===== src/rtl/assert_macros.svh =====
// assertion macros for files that check their own logic
`ifndef ASSERT_MACROS_SVH
`define ASSERT_MACROS_SVH
`ifndef ASSERT_OFF
`define ASSERT_IMPLIES(lbl, clk, rst, ante, cons) \
  lbl: assert property (@(posedge clk) disable iff (rst) (ante) |-> (cons)) \
    else $error("assertion failed");
`define ASSERT_NEXT(lbl, clk, rst, ante, cons) \
  lbl: assert property (@(posedge clk) disable iff (rst) (ante) |=> (cons)) \
    else $error("assertion failed");
`else
`define ASSERT_IMPLIES(lbl, clk, rst, ante, cons)
`define ASSERT_NEXT(lbl, clk, rst, ante, cons)
`endif
`endif


===== src/rtl/lhs_pkg.sv =====
// types, constants and helper functions of the latency histogram statistics block
package lhs_pkg;

  localparam int NUM_TYPES       = 15;
  localparam int NUM_BUCKETS     = 64;
  localparam int SUB_BUCKET_BITS = 1;

  localparam int NUM_CELLS = NUM_TYPES * NUM_BUCKETS;
  localparam int ADDR_W    = $clog2(NUM_CELLS);
  localparam int BKT_W     = $clog2(NUM_BUCKETS);
  localparam int TIDX_W    = (NUM_TYPES > 1) ? $clog2(NUM_TYPES) : 1;
  localparam int DIV_STEPS = 64;
  localparam int MUL_STEPS = 4;
  localparam int NUM_PCT   = 3;
  localparam int CTR_W     = ($clog2(NUM_CELLS + 1) > 7) ? $clog2(NUM_CELLS + 1) : 7;

  localparam logic [1:0] MODE_RECORD = 2'd0;
  localparam logic [1:0] MODE_QUERY  = 2'd1;
  localparam logic [1:0] MODE_CLEAR  = 2'd2;

  localparam logic [1:0] ST_OK       = 2'd0;
  localparam logic [1:0] ST_DISABLED = 2'd1;
  localparam logic [1:0] ST_BAD_TYPE = 2'd2;

  typedef struct packed {
    logic [1:0]  mode;
    logic [3:0]  type_index;
    logic [63:0] sample_value;
  } req_t;

  typedef struct packed {
    logic [1:0]  status;
    logic [63:0] sample_count;
    logic [63:0] average;
    logic [63:0] minimum;
    logic [63:0] maximum;
    logic [63:0] p90_value;
    logic [63:0] p99_value;
    logic [63:0] p9999_value;
  } rsp_t;

  typedef enum logic [4:0] {
    OP_NONE, OP_LATCH, OP_CLR, OP_REC_IDX, OP_REC_RD, OP_REC_WR,
    OP_AVG_LD, OP_DIV_STEP, OP_AVG_SV, OP_TGT_LO, OP_TGT_HI, OP_TGT_SUM,
    OP_WALK_RD, OP_WALK_CHK, OP_MD_PREP, OP_MUL_PP,
    OP_P_LOW, OP_P_SAT, OP_P_DIV, OP_P_LAST, OP_EMIT
  } dp_op_t;

  typedef struct packed {
    dp_op_t           op;
    logic [CTR_W-1:0] ctr;
    logic [1:0]       pct;
  } dp_cmd_t;

  typedef struct packed {
    logic [1:0] mode;
    logic       enable;
    logic       type_ok;
    logic       zero_sample;
    logic       cnt_zero;
    logic       hit;
    logic       bk_zero;
    logic       sat;
  } dp_sts_t;

  // percentile fraction and rounding term, in units of 2^-32
  function automatic logic [31:0] pct_frac(logic [1:0] p);
    case (p)
      2'd0:    return 32'd3865470566;
      2'd1:    return 32'd4252017623;
      default: return 32'd4294537799;
    endcase
  endfunction

  function automatic logic [31:0] pct_round(logic [1:0] p);
    case (p)
      2'd0:    return 32'd4252017623;
      2'd1:    return 32'd4290672329;
      default: return 32'd4294924346;
    endcase
  endfunction

  function automatic logic [63:0] lower_bound(logic [BKT_W:0] b);
    int unsigned e;
    int unsigned s;
    logic [63:0] base;
    e = int'(b) >> SUB_BUCKET_BITS;
    s = int'(b) & ((1 << SUB_BUCKET_BITS) - 1);
    if (b == '0) return 64'd0;
    if (e > 63) return '1;
    base = 64'd1 << e;
    if (e >= SUB_BUCKET_BITS) return base + (base >> SUB_BUCKET_BITS) * 64'(s);
    return base + ((base * 64'(s)) >> SUB_BUCKET_BITS);
  endfunction

  // bucket of a nonzero sample, saturated at the last bucket
  function automatic logic [BKT_W-1:0] bucket_of(logic [63:0] v);
    logic [5:0]  e;
    int unsigned base_i;
    int unsigned sub;
    logic [63:0] off;
    e = 6'd0;
    for (int i = 1; i < 64; i++) begin
      if (v[i]) e = 6'(i);
    end
    base_i = int'(e) << SUB_BUCKET_BITS;
    if (base_i >= NUM_BUCKETS) return BKT_W'(NUM_BUCKETS - 1);
    off = v - (64'd1 << e);
    if (int'(e) >= SUB_BUCKET_BITS) sub = int'(off >> (int'(e) - SUB_BUCKET_BITS));
    else sub = int'(off << (SUB_BUCKET_BITS - int'(e)));
    sub = sub & ((1 << SUB_BUCKET_BITS) - 1);
    base_i = base_i + sub;
    return (base_i >= NUM_BUCKETS) ? BKT_W'(NUM_BUCKETS - 1) : BKT_W'(base_i);
  endfunction

endpackage


===== src/rtl/lhs_ctrl.sv =====
// sequencer that steps the datapath through record, query and clear work
module lhs_ctrl (
  input  logic             clk,
  input  logic             rst,
  input  logic             req_valid,
  output logic             req_stall,
  output logic             rsp_valid,
  input  logic             rsp_stall,
  input  lhs_pkg::dp_sts_t sts,
  output lhs_pkg::dp_cmd_t cmd
);

  typedef enum logic [4:0] {
    S_INIT, S_IDLE, S_DECODE, S_REC_IDX, S_REC_RD, S_REC_WR,
    S_AVG_LD, S_DIV, S_AVG_SV, S_TGT_LO, S_TGT_HI, S_TGT_SUM,
    S_WALK_RD, S_WALK_CHK, S_MD_PREP, S_MUL, S_SAT_CHK,
    S_P_LOW, S_P_SAT, S_P_DIV, S_P_LAST, S_EMIT
  } state_t;

  state_t                    state;
  logic [lhs_pkg::CTR_W-1:0] ctr;
  logic [1:0]                pct;
  logic                      div_pct;
  logic                      clr_item;
  logic                      rsp_free;

  assign req_stall = state != S_IDLE;
  assign rsp_free  = !rsp_valid || !rsp_stall;

  always_comb begin
    cmd.ctr = ctr;
    cmd.pct = pct;
    case (state)
      S_INIT:     cmd.op = lhs_pkg::OP_CLR;
      S_IDLE:     cmd.op = req_valid ? lhs_pkg::OP_LATCH : lhs_pkg::OP_NONE;
      S_REC_IDX:  cmd.op = lhs_pkg::OP_REC_IDX;
      S_REC_RD:   cmd.op = lhs_pkg::OP_REC_RD;
      S_REC_WR:   cmd.op = lhs_pkg::OP_REC_WR;
      S_AVG_LD:   cmd.op = lhs_pkg::OP_AVG_LD;
      S_DIV:      cmd.op = lhs_pkg::OP_DIV_STEP;
      S_AVG_SV:   cmd.op = lhs_pkg::OP_AVG_SV;
      S_TGT_LO:   cmd.op = lhs_pkg::OP_TGT_LO;
      S_TGT_HI:   cmd.op = lhs_pkg::OP_TGT_HI;
      S_TGT_SUM:  cmd.op = lhs_pkg::OP_TGT_SUM;
      S_WALK_RD:  cmd.op = lhs_pkg::OP_WALK_RD;
      S_WALK_CHK: cmd.op = lhs_pkg::OP_WALK_CHK;
      S_MD_PREP:  cmd.op = lhs_pkg::OP_MD_PREP;
      S_MUL:      cmd.op = lhs_pkg::OP_MUL_PP;
      S_P_LOW:    cmd.op = lhs_pkg::OP_P_LOW;
      S_P_SAT:    cmd.op = lhs_pkg::OP_P_SAT;
      S_P_DIV:    cmd.op = lhs_pkg::OP_P_DIV;
      S_P_LAST:   cmd.op = lhs_pkg::OP_P_LAST;
      S_EMIT:     cmd.op = rsp_free ? lhs_pkg::OP_EMIT : lhs_pkg::OP_NONE;
      default:    cmd.op = lhs_pkg::OP_NONE;
    endcase
  end

  always_ff @(posedge clk) begin
    if (rst) begin
      state     <= S_INIT;
      ctr       <= '0;
      pct       <= 2'd0;
      div_pct   <= 1'b0;
      clr_item  <= 1'b0;
      rsp_valid <= 1'b0;
    end else begin
      // the emit state loads the next result itself
      if (rsp_valid && !rsp_stall && (state != S_EMIT)) rsp_valid <= 1'b0;
      case (state)
        S_INIT: begin
          if (ctr == lhs_pkg::CTR_W'(lhs_pkg::NUM_CELLS - 1)) begin
            ctr      <= '0;
            clr_item <= 1'b0;
            state    <= clr_item ? S_EMIT : S_IDLE;
          end else begin
            ctr <= ctr + 1'b1;
          end
        end
        S_IDLE: begin
          if (req_valid) state <= S_DECODE;
        end
        S_DECODE: begin
          case (sts.mode)
            lhs_pkg::MODE_RECORD: begin
              if (!sts.enable || !sts.type_ok || sts.zero_sample) state <= S_EMIT;
              else state <= S_REC_IDX;
            end
            lhs_pkg::MODE_QUERY: begin
              if (!sts.type_ok || sts.cnt_zero) state <= S_EMIT;
              else state <= S_AVG_LD;
            end
            lhs_pkg::MODE_CLEAR: begin
              clr_item <= 1'b1;
              ctr      <= '0;
              state    <= S_INIT;
            end
            default: state <= S_EMIT;
          endcase
        end
        S_REC_IDX: state <= S_REC_RD;
        S_REC_RD:  state <= S_REC_WR;
        S_REC_WR:  state <= S_EMIT;
        S_AVG_LD: begin
          ctr     <= '0;
          div_pct <= 1'b0;
          state   <= S_DIV;
        end
        S_DIV: begin
          if (ctr == lhs_pkg::CTR_W'(lhs_pkg::DIV_STEPS - 1)) begin
            ctr   <= '0;
            state <= div_pct ? S_P_DIV : S_AVG_SV;
          end else begin
            ctr <= ctr + 1'b1;
          end
        end
        S_AVG_SV: begin
          pct   <= 2'd0;
          state <= S_TGT_LO;
        end
        S_TGT_LO: state <= S_TGT_HI;
        S_TGT_HI: state <= S_TGT_SUM;
        S_TGT_SUM: begin
          ctr   <= '0;
          state <= S_WALK_RD;
        end
        S_WALK_RD: state <= S_WALK_CHK;
        S_WALK_CHK: begin
          if (sts.hit) begin
            state <= S_MD_PREP;
          end else if (ctr == lhs_pkg::CTR_W'(lhs_pkg::NUM_BUCKETS - 1)) begin
            state <= S_P_LAST;
          end else begin
            ctr   <= ctr + 1'b1;
            state <= S_WALK_RD;
          end
        end
        S_MD_PREP: begin
          ctr   <= '0;
          state <= sts.bk_zero ? S_P_LOW : S_MUL;
        end
        S_MUL: begin
          if (ctr == lhs_pkg::CTR_W'(lhs_pkg::MUL_STEPS - 1)) begin
            ctr   <= '0;
            state <= S_SAT_CHK;
          end else begin
            ctr <= ctr + 1'b1;
          end
        end
        S_SAT_CHK: begin
          if (sts.sat) begin
            state <= S_P_SAT;
          end else begin
            div_pct <= 1'b1;
            ctr     <= '0;
            state   <= S_DIV;
          end
        end
        S_P_LOW, S_P_SAT, S_P_DIV, S_P_LAST: begin
          if (pct == 2'(lhs_pkg::NUM_PCT - 1)) begin
            state <= S_EMIT;
          end else begin
            pct   <= pct + 2'd1;
            state <= S_TGT_LO;
          end
        end
        S_EMIT: begin
          if (rsp_free) begin
            rsp_valid <= 1'b1;
            state     <= S_IDLE;
          end
        end
        default: state <= S_IDLE;
      endcase
    end
  end

endmodule


===== config.mk =====
export PLATFORM = sky130hd
export DESIGN_NAME = lhs_ctrl
export DESIGN_NICKNAME = d
export VERILOG_FILES = /design/src/rtl/assert_macros.svh /design/src/rtl/lhs_pkg.sv /design/src/rtl/lhs_ctrl.sv
export SDC_FILE = /design/constraint.sdc
export NUM_CORES = 1
export LEC_CHECK = 0
export ABC_AREA = 1
export BUFFER_PORTS_ARGS = -buffer_cell sky130_fd_sc_hd__buf_2
export CORE_ASPECT_RATIO = 0.75
export CORE_MARGIN = 5
export CORE_UTILIZATION = 30
export CTS_CLUSTER_SIZE = 20
export DETAILED_ROUTE_END_ITERATION = 6
export PLACE_DENSITY = 0.49
export SETUP_SLACK_MARGIN = 0.3
export SKIP_LAST_GASP = 1
export SLEW_MARGIN = 20
export SYNTH_ARGS = -nofsm -noshare
export SYNTH_HDL_FRONTEND = slang
export SYNTH_SLANG_ARGS = --single-unit

===== constraint.sdc =====
create_clock -name clk -period 2.05 [get_ports clk]
set_input_delay 0.3075 -clock clk [delete_from_list [all_inputs] [get_ports clk]]
set_output_delay 0.3075 -clock clk [all_outputs]
set_load 0.05 [all_outputs]

==> summary by stage <==
Status
The flow ran to the end, and the final reports show no timing, DRC or antenna violations.

Global routing
The pin count of the biggest net entering global routing is 19. Across every metal layer, demand over resource in global routing totals 18.7%. The number of antenna violations at the first check in global routing is 0. The global-route wire length before repair is 12700 um. The number of global-route vias before repair is 2474. The overall overflow remaining after global route is 0.

Power and ir drop
Combinational cells account for 11.1% of the total power. In this run the power spent charging and discharging nets is 234 uW. Power spread over the standard cell area amounts to 312 mW/mm^2. The clock network burns 45.6% of the power. The cell leakage power is 0.00151 uW. The internal power summed over all cells is 688 uW. The sequential share of power is 43.3%. Net switching is 25.4% of the power. The maximum ir drop on the vdd rail is 0.000292 V.

Critical path
The worst endpoint data arrival time is 1.54 ns. The type of the setup path with the least slack is reg2out. The combined buffer and inverter count along the critical path is 3. For this run, the slowest stage of the critical path takes 0.37 ns. The length in cells of the worst reg-to-reg path is 11. The signal on the critical path passes through buf_2 -> nor2_2 -> inv_1 -> o21ai_2 -> a31oi_1 -> nand4_1 -> buf_6.

The data required time of the worst path is 1.74 ns. The highest-delay cell along the critical path is sky130_fd_sc_hd__dfxtp_2. The kind of end point of the critical path is an output pin.

The cell family contributing the most delay on the critical path is buffers and inverters. In this run the worst path has a maximum fanout of 5. STA classifies the critical path startpoint as a register. The number of cells on the critical path is 7.

Placed design
The estimated wirelength of the detail-placed design is 5550 um. The placer's final routability congestion estimate is 0.988. Buffers placed on the I/O ports in this run total 31.

Die
The placeable core region is 0.00638 mm^2. The row count is 25. Once the floorplan was initialized, standard cells occupied 31.2% of the core. The vertical die dimension is 80.5 um. The horizontal extent of the die is 104 um. 32 I/O pins were placed. The floorplan die area is 0.00837 mm^2.

Logic synthesis
A synthesized cell averages 5.39 um^2. In the synthesized netlist the dominant register cell turns out to be sky130_fd_sc_hd__dfxtp_1. Synthesis inferred 20 register bits. The mapped netlist covers 0.00199 mm^2. The count of yosys warnings during synthesis is 0. The share of synthesized registers carrying an async set or reset is 0%. Summing the sequential cell areas from Yosys gives 20.1% of the chip area. The number of instances in the synthesized netlist is 369. Yosys mapped a number of flops with a built-in enable equal to 0. The synthesized netlist contains 34 unique library cells. The post-synth net total is 384.

Clocking
The total CTS buffers is 3. The TritonCTS clock tree is yes. The clock latency reported for the late side of the worst-skew pair is 0.27 ns.

Buffers inserted to repair hold after CTS numbered 0. For this design, the sink count on the clock tree is 20. The root buffer selected by CTS is sky130_fd_sc_hd__clkbuf_8. The maximum root-to-sink buffer count is 2. After clock tree synthesis, the clock-pin slew on the worst setup and hold paths is 0.09 ns. CTS built an H-tree with a depth of 1.

Timing
The post-route clock skew is 0.00305 ns. The final clock period utilization by the worst path is 90.0%. The number of setup violations in the final report is 0. The routed design could run at a clock period as short as 1.84 ns. The max-slew violation count is 0. The sum of negative setup slack is 0 ns. The pin slew with the least headroom to its limit is 0.548 ns. Setup repair after global routing could not meet its margin everywhere. The final number of hold-violating endpoints was 0. The relative slew slack is 63.2%. The highest attainable clock frequency is 542 MHz.

Detailed routing
Once detail routing completed, the nets flagged for antenna violations numbered 0. The aggregate routed wire length is 8040 um. The number of design rule violations left after detail routing is 0. The detail-routed via count per cell is 5.25. The number of vias in the routed layout is 2721. Before antenna repair, the detailed router went through 5 iterations. The starting DRC count in detailed routing is 281. The post-detailed-route wirelength per cell is 15.5 um.

Layout
The utilization after layout is 46.3%. In the layout the commonest cells are sky130_fd_sc_hd__nand2_1, sky130_fd_sc_hd__nor2_1, sky130_fd_sc_hd__inv_1, sky130_fd_sc_hd__buf_4, sky130_fd_sc_hd__buf_2. The net count of the finished layout is 453.

The repair_antennas step left the layout with diodes totalling 0. After filler insertion, the fill cell instance count of the layout stands at 678. The most common library cell in the layout ignoring fill and taps is sky130_fd_sc_hd__nand2_1.

The post-route netlist has 36.8% of its cells at a drive strength greater than 1. The signed area change from the synthesized netlist to the final layout is 48.5%.

Run
The number of max-capacitance violations reported is 0.

Min path
The worst hold path belongs to the class in2reg. Along the worst hold path, the cell count comes to 4.
-- worst min-delay path, stage by stage --
cell,delay [ns]
sky130_fd_sc_hd__buf_2,0.09
sky130_fd_sc_hd__nor2_1,0.05
sky130_fd_sc_hd__inv_1,0.07
sky130_fd_sc_hd__a21oi_1,0.06
-- through the flow --
step | cell area, um^2 | instances | hold WS [ns] | worst slack, ns | power (uW)
after floorplan | 2040 | 369 | 0.458 | 0.276 | 468
after detailed placement | 2350 | 486 | 0.473 | 0.0840 | 499
final | 2950 | 518 | 0.361 | 0.205 | 922
after global routing | 2950 | 518 | 0.365 | 0.118 | 961
after CTS | 2750 | 507 | 0.345 | 0.259 | 922
after global placement | 2350 | 486 | 0.465 | 0.0553 | 498
-- final timing paths --
kind	from	end	slack, ns
hold reg to reg	pct[1]	pct[1]	0.48
setup reg to reg	state[2]	ctr[1]	0.30
hold / removal	sts[0]	div_pct	0.36
setup / recovery	state[4]	cmd[12]	0.21
-- logic make-up after synthesis --
family	Yosys count	synth area share, %
buffers and inverters	54	10.8
AND/OR/NAND/NOR	243	53.4
flip-flops	20	20.1
XOR/XNOR	2	0.881
AO/OA/AOI/OAI	48	13.5
adder cells (fa/ha/maj)	2	1.26
-- state kept, by name, summed over array words and instances, names as in the netlist --
| signal | count |
|---|---|
| clr_item | 1 |
| div_pct | 1 |
| rsp_valid | 1 |
| ctr | 10 |
| state | 5 |
| pct | 2 |
-- area by class of cell --
class	instances	area (um^2)	share of cell area, %
sequential	20	430	14.6
tap	81	101	3.43
multi-input combinational	296	1650	55.7
inverter	48	208	7.03
timing repair inverter	1	11.3	0.381
clock buffer	3	41.3	1.40
clock inverter	1	30.0	1.02
timing repair buffer	68	485	16.4
-- synthesized netlist by cell type, types with 2 or more instances --
cell type | n | area share [%]
sky130_fd_sc_hd__a21oi_1 | 20 | 5.0
sky130_fd_sc_hd__a31oi_1 | 3 | 0.94
sky130_fd_sc_hd__buf_2 | 3 | 0.75
sky130_fd_sc_hd__dfxtp_1 | 20 | 20
sky130_fd_sc_hd__ha_1 | 2 | 1.3
sky130_fd_sc_hd__inv_1 | 36 | 6.8
sky130_fd_sc_hd__inv_2 | 10 | 1.9
sky130_fd_sc_hd__inv_4 | 2 | 0.63
sky130_fd_sc_hd__nand2_1 | 122 | 23
sky130_fd_sc_hd__nand3_1 | 26 | 6.5
sky130_fd_sc_hd__nand3_2 | 2 | 1.0
sky130_fd_sc_hd__nand4_1 | 12 | 3.8
sky130_fd_sc_hd__nor2_1 | 64 | 12
sky130_fd_sc_hd__nor2_2 | 3 | 0.94
sky130_fd_sc_hd__nor3_1 | 6 | 1.5
sky130_fd_sc_hd__o211ai_1 | 2 | 0.75
sky130_fd_sc_hd__o21ai_0 | 14 | 3.5
sky130_fd_sc_hd__o21ai_1 | 2 | 0.50
sky130_fd_sc_hd__o31ai_1 | 4 | 1.5
sky130_fd_sc_hd__xor2_1 | 2 | 0.88
-- repair_timing --
action / CTS / global route
pin swaps: 15 / 11
gates resized for setup: 64 / 36
setup endpoints to repair: 22 / 21
cloned: 3 / 0
hold endpoints to repair: 0 / 0
setup buffers: 14 / 11
-- metal layers --
| metal | vias to the layer above | routed length (um) | global-route usage (%) |
|---|---|---|---|
| met2 | 137 | 3310 | 28.1 |
| met3 | 23 | 666 | 3.69 |
| met4 | 0 | 166 | 4.53 |
| li1 | 1326 | - | - |
| met1 | 1235 | 3900 | 27.2 |
| met5 | - | 0 | 0 |
-- power groups by stage --
stage	clock (uW)	sequential (uW)	combinational (uW)
after floorplan	0	428	40.5
after global placement	0	414	84.0
after detailed placement	0	414	85.5
after CTS	430	402	90.6
after global routing	449	400	112
final	421	399	102
Power figures use the tool's default switching activity.
